File: config.mk
export PLATFORM = sky130hd
export DESIGN_NAME = crc_protected_frame_builder_top
export DESIGN_NICKNAME = d
export VERILOG_FILES = /design/src/rtl/cpfb_pkg.sv /design/src/rtl/cpfb_front.sv /design/src/rtl/cpfb_queue.sv /design/src/rtl/cpfb_back.sv /design/src/rtl/crc_protected_frame_builder_top.sv
export SDC_FILE = /design/constraint.sdc
export NUM_CORES = 1
export LEC_CHECK = 0
export BUFFER_PORTS_ARGS = -buffer_cell sky130_fd_sc_hd__buf_4
export CAP_MARGIN = 20
export CORE_AREA = 2 2 149 107
export CTS_CLUSTER_DIAMETER = 60
export DETAILED_ROUTE_END_ITERATION = 7
export DIE_AREA = 0 0 151 109
export GPL_TIMING_DRIVEN = 0
export HOLD_SLACK_MARGIN = 0.15
export MAX_ROUTING_LAYER = met4
export PLACE_DENSITY_LB_ADDON = 0.08
export SLEW_MARGIN = 10
export SYNTH_ARGS = -nofsm -noshare
export SYNTH_HDL_FRONTEND = slang
export SYNTH_HIERARCHICAL = 1
export SYNTH_SLANG_ARGS = --single-unit
File: constraint.sdc
create_clock -name clk -period 4.6 [get_ports clk]
set_clock_uncertainty 0.2 [all_clocks]
set_input_delay 0 -clock clk [delete_from_list [all_inputs] [get_ports clk]]
set_output_delay 0 -clock clk [all_outputs]
set_load 0.02 [all_outputs]
File: src/rtl/cpfb_pkg.sv
// Shared types, constants and CRC helpers for the CRC protected frame builder.
package cpfb_pkg;

    localparam int DATA_W      = 8;
    localparam int CFG_W       = 16;
    localparam int CFG_INDEX_W = 2;

    // Configuration register indexes.
    localparam logic [CFG_INDEX_W-1:0] CFG_FRAMED_MODE    = 2'd0;
    localparam logic [CFG_INDEX_W-1:0] CFG_COMMAND_ID     = 2'd1;
    localparam logic [CFG_INDEX_W-1:0] CFG_PAYLOAD_LENGTH = 2'd2;

    localparam logic        FRAMED_MODE_RESET    = 1'b1;
    localparam logic [15:0] COMMAND_ID_RESET     = 16'h0310;
    localparam logic [15:0] PAYLOAD_LENGTH_RESET = 16'd300;

    localparam logic [7:0]  SOF_BYTE       = 8'hA5;
    localparam logic [7:0]  CRC8_INIT      = 8'hFF;
    localparam logic [7:0]  CRC8_POLY_REV  = 8'h8C;
    localparam logic [15:0] CRC16_INIT     = 16'hFFFF;
    localparam logic [15:0] CRC16_POLY_REV = 16'h8408;

    // Byte slots of one queued transaction, in emission order.
    localparam int PHASE_W = 4;
    localparam logic [PHASE_W-1:0] PH_SOF     = 4'd0;
    localparam logic [PHASE_W-1:0] PH_LEN_LO  = 4'd1;
    localparam logic [PHASE_W-1:0] PH_LEN_HI  = 4'd2;
    localparam logic [PHASE_W-1:0] PH_SEQ     = 4'd3;
    localparam logic [PHASE_W-1:0] PH_HCRC    = 4'd4;
    localparam logic [PHASE_W-1:0] PH_CMD_LO  = 4'd5;
    localparam logic [PHASE_W-1:0] PH_CMD_HI  = 4'd6;
    localparam logic [PHASE_W-1:0] PH_PAYLOAD = 4'd7;
    localparam logic [PHASE_W-1:0] PH_CRC_LO  = 4'd8;
    localparam logic [PHASE_W-1:0] PH_CRC_HI  = 4'd9;

    localparam int QUEUE_DEPTH = 4;
    localparam int QUEUE_PTR_W = 2;
    localparam int QUEUE_CNT_W = 3;

    typedef struct packed {
        logic        framed_mode;
        logic [15:0] command_id;
        logic [15:0] payload_length;
    } cfg_t;

    typedef struct packed {
        logic [DATA_W-1:0] data;
        logic              eop;
        logic              framed;
        logic              header;
        logic              tail;
    } item_t;

    function automatic logic [7:0] crc8_byte(input logic [7:0] crc, input logic [7:0] b);
        logic [7:0] c;
        c = crc ^ b;
        for (int i = 0; i < 8; i++)
        begin
            c = c[0] ? ((c >> 1) ^ CRC8_POLY_REV) : (c >> 1);
        end
        return c;
    endfunction

    function automatic logic [15:0] crc16_byte(input logic [15:0] crc, input logic [7:0] b);
        logic [15:0] c;
        c = crc ^ {8'h00, b};
        for (int i = 0; i < 8; i++)
        begin
            c = c[0] ? ((c >> 1) ^ CRC16_POLY_REV) : (c >> 1);
        end
        return c;
    endfunction

endpackage

File: src/rtl/cpfb_front.sv
// Front end: configuration registers, input acceptance and frame position tracking.
module cpfb_front
(
    input  logic                               clk,
    input  logic                               rst_n,
    input  logic                               cfg_write_en,
    input  logic [cpfb_pkg::CFG_INDEX_W-1:0]   cfg_index,
    input  logic [cpfb_pkg::CFG_W-1:0]         cfg_data,
    input  logic                               in_valid,
    input  logic [cpfb_pkg::DATA_W-1:0]        payload_byte,
    input  logic                               end_of_packet,
    input  logic                               queue_full,
    output logic                               push,
    output cpfb_pkg::item_t                    push_item,
    output cpfb_pkg::cfg_t                     cfg
);

    cpfb_pkg::cfg_t cfg_reg;
    cpfb_pkg::cfg_t cfg_next;
    logic [15:0]    pos_reg;
    logic [15:0]    pos_next;
    logic [16:0]    pos_plus;
    logic [16:0]    limit;
    logic           tail;

    assign cfg = cfg_reg;

    always_comb
    begin
        cfg_next = cfg_reg;
        if (cfg_write_en)
        begin
            case (cfg_index)
                cpfb_pkg::CFG_FRAMED_MODE:    cfg_next.framed_mode    = cfg_data[0];
                cpfb_pkg::CFG_COMMAND_ID:     cfg_next.command_id     = cfg_data;
                cpfb_pkg::CFG_PAYLOAD_LENGTH: cfg_next.payload_length = cfg_data;
                default:                      cfg_next = cfg_reg;
            endcase
        end
    end

    // A zero length stands for a full 65536-byte payload.
    assign pos_plus = {1'b0, pos_reg} + 17'd1;
    assign limit    = (cfg_reg.payload_length == 16'd0) ? 17'h10000
                                                        : {1'b0, cfg_reg.payload_length};
    assign tail     = (pos_plus >= limit);

    assign push = in_valid && !queue_full;

    always_comb
    begin
        push_item.data   = payload_byte;
        push_item.eop    = end_of_packet;
        push_item.framed = cfg_reg.framed_mode;
        push_item.header = cfg_reg.framed_mode && (pos_reg == 16'd0);
        push_item.tail   = cfg_reg.framed_mode && tail;
    end

    always_comb
    begin
        pos_next = pos_reg;
        if (push && cfg_reg.framed_mode)
        begin
            pos_next = tail ? 16'd0 : pos_plus[15:0];
        end
    end

    always_ff @(posedge clk or negedge rst_n)
    begin
        if (!rst_n)
        begin
            cfg_reg.framed_mode    <= cpfb_pkg::FRAMED_MODE_RESET;
            cfg_reg.command_id     <= cpfb_pkg::COMMAND_ID_RESET;
            cfg_reg.payload_length <= cpfb_pkg::PAYLOAD_LENGTH_RESET;
            pos_reg                <= 16'd0;
        end
        else
        begin
            cfg_reg <= cfg_next;
            pos_reg <= pos_next;
        end
    end

endmodule

File: src/rtl/cpfb_queue.sv
// Small register queue that decouples the front end from the byte emitter.
module cpfb_queue
(
    input  logic            clk,
    input  logic            rst_n,
    input  logic            push,
    input  cpfb_pkg::item_t push_item,
    input  logic            pop,
    output logic            full,
    output logic            head_valid,
    output cpfb_pkg::item_t head_item
);

    cpfb_pkg::item_t                  mem_reg [cpfb_pkg::QUEUE_DEPTH];
    logic [cpfb_pkg::QUEUE_PTR_W-1:0] wr_ptr_reg;
    logic [cpfb_pkg::QUEUE_PTR_W-1:0] wr_ptr_next;
    logic [cpfb_pkg::QUEUE_PTR_W-1:0] rd_ptr_reg;
    logic [cpfb_pkg::QUEUE_PTR_W-1:0] rd_ptr_next;
    logic [cpfb_pkg::QUEUE_CNT_W-1:0] count_reg;
    logic [cpfb_pkg::QUEUE_CNT_W-1:0] count_next;

    assign full       = (count_reg == cpfb_pkg::QUEUE_CNT_W'(cpfb_pkg::QUEUE_DEPTH));
    assign head_valid = (count_reg != '0);
    assign head_item  = mem_reg[rd_ptr_reg];

    always_comb
    begin
        wr_ptr_next = push ? wr_ptr_reg + 1'b1 : wr_ptr_reg;
        rd_ptr_next = pop ? rd_ptr_reg + 1'b1 : rd_ptr_reg;
        count_next  = count_reg;
        if (push && !pop)
        begin
            count_next = count_reg + 1'b1;
        end
        else if (pop && !push)
        begin
            count_next = count_reg - 1'b1;
        end
    end

    always_ff @(posedge clk)
    begin
        if (push)
        begin
            mem_reg[wr_ptr_reg] <= push_item;
        end
    end

    always_ff @(posedge clk or negedge rst_n)
    begin
        if (!rst_n)
        begin
            wr_ptr_reg <= '0;
            rd_ptr_reg <= '0;
            count_reg  <= '0;
        end
        else
        begin
            wr_ptr_reg <= wr_ptr_next;
            rd_ptr_reg <= rd_ptr_next;
            count_reg  <= count_next;
        end
    end

    a_no_overflow: assert property (@(posedge clk) disable iff (!rst_n)
        full |-> !push)
        else $error("queue written while full");

    a_no_underflow: assert property (@(posedge clk) disable iff (!rst_n)
        pop |-> head_valid)
        else $error("queue read while empty");

endmodule

File: src/rtl/cpfb_back.sv
// Back end: expands queued transactions into frame bytes and keeps both CRCs.
module cpfb_back
(
    input  logic                        clk,
    input  logic                        rst_n,
    input  cpfb_pkg::cfg_t              cfg,
    input  logic                        head_valid,
    input  cpfb_pkg::item_t             head_item,
    output logic                        pop,
    input  logic                        out_stall,
    output logic                        out_valid,
    output logic [cpfb_pkg::DATA_W-1:0] out_byte,
    output logic                        frame_end
);

    logic [cpfb_pkg::PHASE_W-1:0] phase_reg;
    logic [cpfb_pkg::PHASE_W-1:0] phase_next;
    logic [cpfb_pkg::PHASE_W-1:0] eff_phase;
    logic [7:0]                   seq_reg;
    logic [7:0]                   seq_next;
    logic [7:0]                   crc8_reg;
    logic [7:0]                   crc8_next;
    logic [15:0]                  crc16_reg;
    logic [15:0]                  crc16_next;
    logic                         out_valid_reg;
    logic                         out_valid_next;
    logic [7:0]                   out_byte_reg;
    logic [7:0]                   out_byte_next;
    logic                         frame_end_reg;
    logic                         frame_end_next;
    logic                         fire;
    logic                         last;
    logic                         end_flag;
    logic [7:0]                   cur_byte;

    assign out_valid = out_valid_reg;
    assign out_byte  = out_byte_reg;
    assign frame_end = frame_end_reg;

    // A transaction without a header starts directly at its payload byte.
    assign eff_phase = (phase_reg == cpfb_pkg::PH_SOF && !head_item.header)
                     ? cpfb_pkg::PH_PAYLOAD : phase_reg;

    assign fire = head_valid && (!out_valid_reg || !out_stall);

    always_comb
    begin
        case (eff_phase)
            cpfb_pkg::PH_SOF:     cur_byte = cpfb_pkg::SOF_BYTE;
            cpfb_pkg::PH_LEN_LO:  cur_byte = cfg.payload_length[7:0];
            cpfb_pkg::PH_LEN_HI:  cur_byte = cfg.payload_length[15:8];
            cpfb_pkg::PH_SEQ:     cur_byte = seq_reg;
            cpfb_pkg::PH_HCRC:    cur_byte = crc8_reg;
            cpfb_pkg::PH_CMD_LO:  cur_byte = cfg.command_id[7:0];
            cpfb_pkg::PH_CMD_HI:  cur_byte = cfg.command_id[15:8];
            cpfb_pkg::PH_PAYLOAD: cur_byte = head_item.data;
            cpfb_pkg::PH_CRC_LO:  cur_byte = crc16_reg[7:0];
            cpfb_pkg::PH_CRC_HI:  cur_byte = crc16_reg[15:8];
            default:              cur_byte = head_item.data;
        endcase
    end

    assign last = ((eff_phase == cpfb_pkg::PH_PAYLOAD) && (!head_item.framed || !head_item.tail))
               || (eff_phase == cpfb_pkg::PH_CRC_HI);
    assign end_flag = head_item.framed ? (eff_phase == cpfb_pkg::PH_CRC_HI) : head_item.eop;
    assign pop = fire && last;

    always_comb
    begin
        phase_next     = phase_reg;
        seq_next       = seq_reg;
        crc8_next      = crc8_reg;
        crc16_next     = crc16_reg;
        out_valid_next = out_valid_reg;
        out_byte_next  = out_byte_reg;
        frame_end_next = frame_end_reg;
        if (fire)
        begin
            out_valid_next = 1'b1;
            out_byte_next  = cur_byte;
            frame_end_next = end_flag;
            phase_next     = last ? cpfb_pkg::PH_SOF : eff_phase + 1'b1;
            if (eff_phase <= cpfb_pkg::PH_SEQ)
            begin
                crc8_next = cpfb_pkg::crc8_byte(
                    (eff_phase == cpfb_pkg::PH_SOF) ? cpfb_pkg::CRC8_INIT : crc8_reg, cur_byte);
            end
            if (eff_phase == cpfb_pkg::PH_SEQ)
            begin
                seq_next = seq_reg + 8'd1;
            end
            // Pass-through bytes leave the frame CRC untouched.
            if (head_item.framed && eff_phase <= cpfb_pkg::PH_PAYLOAD)
            begin
                crc16_next = cpfb_pkg::crc16_byte(
                    (eff_phase == cpfb_pkg::PH_SOF) ? cpfb_pkg::CRC16_INIT : crc16_reg, cur_byte);
            end
            else if (eff_phase == cpfb_pkg::PH_CRC_HI)
            begin
                crc16_next = cpfb_pkg::CRC16_INIT;
            end
        end
        else if (!out_stall)
        begin
            out_valid_next = 1'b0;
        end
    end

    always_ff @(posedge clk)
    begin
        out_byte_reg <= out_byte_next;
    end

    always_ff @(posedge clk or negedge rst_n)
    begin
        if (!rst_n)
        begin
            phase_reg     <= cpfb_pkg::PH_SOF;
            seq_reg       <= 8'd0;
            crc8_reg      <= cpfb_pkg::CRC8_INIT;
            crc16_reg     <= cpfb_pkg::CRC16_INIT;
            out_valid_reg <= 1'b0;
            frame_end_reg <= 1'b0;
        end
        else
        begin
            phase_reg     <= phase_next;
            seq_reg       <= seq_next;
            crc8_reg      <= crc8_next;
            crc16_reg     <= crc16_next;
            out_valid_reg <= out_valid_next;
            frame_end_reg <= frame_end_next;
        end
    end

    a_phase_range: assert property (@(posedge clk) disable iff (!rst_n)
        phase_reg <= cpfb_pkg::PH_CRC_HI)
        else $error("byte slot out of range");

    a_passthrough_fresh: assert property (@(posedge clk) disable iff (!rst_n)
        (head_valid && !head_item.framed) |-> (phase_reg == cpfb_pkg::PH_SOF))
        else $error("pass-through transaction found mid-frame");

    a_tail_ends_frame: assert property (@(posedge clk) disable iff (!rst_n)
        (fire && eff_phase == cpfb_pkg::PH_CRC_HI) |=> (out_valid && frame_end))
        else $error("CRC high byte not flagged as frame end");

    a_seq_steps: assert property (@(posedge clk) disable iff (!rst_n)
        (fire && eff_phase == cpfb_pkg::PH_SEQ) |=> (seq_reg == $past(seq_reg) + 8'd1))
        else $error("sequence number did not advance after header");

endmodule

File: src/rtl/crc_protected_frame_builder_top.sv
// Top level of the CRC protected frame builder: front end, queue and byte emitter.
// An accepted input byte is written into the queue and then registered in the byte emitter's output.
// Throughput: one output byte per cycle while the queue holds data and out_stall is low; a byte
// that opens a frame is preceded by seven prefix bytes, one that closes a frame by two CRC bytes.
// The byte emitter's single output register sets that figure; a four-entry queue buffers input.
// Reset: configuration returns to framed mode, command 0x0310, length 300; queue empties,
// sequence number and frame position clear, and the CRC-16 returns to all ones.
module crc_protected_frame_builder_top
(
    input  logic                               clk,
    input  logic                               rst_n,
    input  logic                               cfg_write_en,
    input  logic [cpfb_pkg::CFG_INDEX_W-1:0]   cfg_index,
    input  logic [cpfb_pkg::CFG_W-1:0]         cfg_data,
    input  logic                               in_valid,
    output logic                               in_stall,
    input  logic [7:0]                         payload_byte,
    input  logic                               end_of_packet,
    output logic                               out_valid,
    input  logic                               out_stall,
    output logic [7:0]                         out_byte,
    output logic                               frame_end
);

    cpfb_pkg::cfg_t  cfg;
    cpfb_pkg::item_t push_item;
    cpfb_pkg::item_t head_item;
    logic            push;
    logic            pop;
    logic            queue_full;
    logic            head_valid;

    assign in_stall = queue_full;

    cpfb_front u_front
    (
        .clk           (clk),
        .rst_n         (rst_n),
        .cfg_write_en  (cfg_write_en),
        .cfg_index     (cfg_index),
        .cfg_data      (cfg_data),
        .in_valid      (in_valid),
        .payload_byte  (payload_byte),
        .end_of_packet (end_of_packet),
        .queue_full    (queue_full),
        .push          (push),
        .push_item     (push_item),
        .cfg           (cfg)
    );

    cpfb_queue u_queue
    (
        .clk        (clk),
        .rst_n      (rst_n),
        .push       (push),
        .push_item  (push_item),
        .pop        (pop),
        .full       (queue_full),
        .head_valid (head_valid),
        .head_item  (head_item)
    );

    cpfb_back u_back
    (
        .clk        (clk),
        .rst_n      (rst_n),
        .cfg        (cfg),
        .head_valid (head_valid),
        .head_item  (head_item),
        .pop        (pop),
        .out_stall  (out_stall),
        .out_valid  (out_valid),
        .out_byte   (out_byte),
        .frame_end  (frame_end)
    );

endmodule
==> metrics.md <==
| Metric | Value |
|---|---|
| Pins over their slew limit | 0 |
| Worst setup EP type | register |
| Setup crit start kind | register |
| Num CTS Buffers | 17 |
| Worst hold path class | input port to register |
| Fin. Hold Viols | 0 |
| CTS root buf | clkbuf_16 |
| Period utilization | 92.0% |
| Worst slew margin | 52.3% |
| Fillcell total | 1171 |
| Yosys top cell area share | 20.6% |
| Cell accounting for the most synthesized area | edfxtp_1 |
| Unrepaired setup endpoints after global routing | false |
| Boundary Pins | 43 |
| GP Congestion | roughly 0.91 |
| Via count | roughly 5700 |
| Reg area | 4070 um^2 |
| Clock tree sinks | 150 |
| Syn avg cell area | around 12 um^2 |
| WL per Instance | between 15 and 20 um |
| H-tree depth | 4 |
| Setup TNS | 0 ns |
| Leak | 3.98 nW |
| DRC Markers | 0 |
| Final setup margin | 0.368 ns |
| Hold Slack | ~0.17 ns |
| Initial Util | 54.0% |
| Clock-pin slew on the worst setup and hold paths | 0.07 ns |
| Post-synth EDFFs | 56 |
| Worst vdd ir | 0.668 mV |
| Syn_nets | 754 |
| # port buffers | 33 |
| Hold path start | cfg_data[6] |
| Register area share after synthesis | 49.9% |
| Cells after Synth | slightly below 700 |
| DPL Wire Length | between 10 and 15 mm |
| Yosys cell types | 67 |
| Status | finished, final reports clean |
| Max Cap Violations | 0 |
| Seq cells post-synth | 150 |
| Async S/R FF share, synth | 62.7% |
| Router iterations before antenna repair | 5 |
| Crit path launch | u_queue/rd_ptr_reg[0]$_DFFE_PN0P_ |
| Antenna Violating Nets Remaining | 0 |
| Main synth FF type | dfrtp_1 |
| Total GRT Usage | 26.2% |
| Layout Utilization | 64.7% |
| Vias per inst | 5.69 |
| Cell Rows | 38 |
| Final Setup Violations | 0 |
| Dpl ws | 0.409 ns |
| Total Power | slightly below 9 mW |
| Share of layout cells above drive strength 1 | 23.0% |
| Worst-Skew Late Latency | 0.43 ns |
| Synth Warn # | 6 |
| DIE HEIGHT | approximately 110 um |
| CTS tree | built |
| P&R area growth vs syn | 19.8% |
| First-pass GRT wire length | 31.1 mm |
| Total die area | roughly 16000 um^2 |
| Critical path class | register to register |
| Worst path required time | 4.75 ns |
| Crit-path max FO | 10 |
| Area of the multi-input gates | roughly 3700 um^2 |
| Largest net degree at the start of global routing | 42 |
| Max Root-Sink Buffers | 2 |
| Core ar. | 15100 um^2 |
| Synthesized cell area | 8160 um^2 |
| Final WL | approximately 19 mm |
| Pwr per Cell Area | approximately 900 nW/um^2 |
| Worst Tran Pin Value | 0.714 ns |
| Initial antenna violation count | 0 |
| Crit Reg-Reg Startpoint | u_queue/rd_ptr_reg[0]$_DFFE_PN0P_ |
| Antenna cells | 0 |
| Vias in the first global route | 5695 |
| First-iteration detailed-routing DRC count | between 400 and 500 |
| Die width | 151 um |
| Resized cells post-CTS | 0 |
| FMAX | around 240 MHz |
| Grt ovf | 0 |
| Max reg flops | 48 |
| Final nets | 858 |
| CP arrival | 4.39 ns |
| Top post-synthesis cells by area | edfxtp_1 (21%), dfrtp_1 (19%), dfstp_2 (10%) |
| Post-layout min period | 4.23 ns |
-- critical path: stages, from the launching register on --
cell and delay, ns:
dfrtp_1 0.37, buf_6 0.14, buf_12 0.14, mux4_2 0.35
nor2b_1 0.08, nor2_1 0.34, clkbuf_1 0.53, mux2_2 0.42
a222oi_1 0.24, o211a_1 0.19, buf_2 0.20, xnor2_1 0.11
xnor2_1 0.48, xnor2_1 0.16, o22a_1 0.21
-- Yosys cell counts, types with 9 or more instances --
library cell and instances:
dfrtp_1 62, xnor2_1 61, edfxtp_1 56, nor2_1 53, nand2_1 50, mux2_2 43
dfstp_2 32, inv_1 32, ha_1 28, xor2_1 22, clkbuf_1 20, o21ai_0 15
o22a_1 14, a21oi_1 13, a22oi_1 12, buf_4 10, nand3_1 10, nand4_1 10
a22o_1 9
-- final timing paths --
| check | slack [ns] | depth (start not counted) | to |
|---|---|---|---|
| hold / removal | 0.17 | 3 | u_front/cfg[6]$_DFFE_PN0P_ |
| min in group asynchronous | 0.62 | 3 | u_front/cfg[3]$_DFFE_PN1P_ |
| hold reg to reg | 0.30 | 1 | u_queue/count_reg[2]$_DFFE_PN0P_ |
| setup reg to reg | 0.37 | 14 | u_back/crc16_reg[9]$_DFFE_PN1P_ |
| max in group asynchronous | 3.25 | 4 | u_front/cfg[20]$_DFFE_PN1P_ |
| setup / recovery | 0.37 | 14 | u_back/crc16_reg[9]$_DFFE_PN1P_ |
-- per-stage QoR --
| stage | area [um^2] | cells |
|---|---|---|
| floorplan | 8160 | 693 |
| global placement | 8660 | 926 |
| detailed placement | 8680 | 927 |
| CTS | 9780 | 1010 |
| global route | 9780 | 1010 |
| finish | 9780 | 1010 |
-- placed cells by master (no fill, tap or decap), types with 8 or more instances in the layout --
master | Yosys | final
buf_4 | 10 | 43
and2_1 | 8 | 8
nand3_1 | 10 | 10
nor2_1 | 53 | 53
dfstp_2 | 32 | 32
a21o_1 | 8 | 8
nand4_1 | 10 | 10
mux2_2 | 43 | 43
xnor2_1 | 61 | 61
nand2_1 | 50 | 50
mux4_2 | 8 | 8
clkbuf_1 | 20 | 20
dfrtp_1 | 62 | 62
a22oi_1 | 12 | 12
o21ai_1 | 8 | 8
ha_1 | 28 | 28
a22o_1 | 9 | 9
o21ai_0 | 15 | 15
xor2_1 | 22 | 22
a21oi_1 | 13 | 13
edfxtp_1 | 56 | 56
dlygate4sd3_1 | 0 | 50
clkbuf_16 | 0 | 17
inv_1 | 32 | 32
o22a_1 | 14 | 14
-- cells by family (layout without fill, tap and decap cells) --
logic type	count (synthesis)	count (layout)	synth area share, %
buffers and inverters	73	190	4.31
XOR/XNOR	85	85	9.40
adder cells (fa/ha/maj)	29	29	4.54
AO/OA/AOI/OAI	113	113	10.8
AND/OR/NAND/NOR	184	184	11.1
multiplexers	59	59	9.92
flip-flops	150	150	49.9
-- cell type report --
type | count | area share (%)
repair buffers | 85 | 8.06
multi-input cells | 470 | 38.2
well taps | 200 | 2.56
clock inverters | 15 | 1.60
clock buffers | 17 | 4.35
flip-flops and latches | 150 | 41.6
inverters | 32 | 1.23
plain buffers | 41 | 2.37
-- report_power, final --
group,switching (mW),internal [mW]
Sequential,0.340,1.94
Combinational,2.70,2.41
Clock,0.617,0.769
-- per-layer routing --
layer / part of all wire, % / GRT usage [%]
met5: 0 / -
met4: 0.62 / 5.27
met3: 6.1 / 6.49
met2: 44 / 37.7
met1: 49 / 37.9
-- repair_timing --
item,4_1_cts,5_1_grt
endpoints found under the hold margin,160,0
hold buffers,51,0
setup buffers,0,0
No activity file was read; power rests on OpenSTA's default activity.
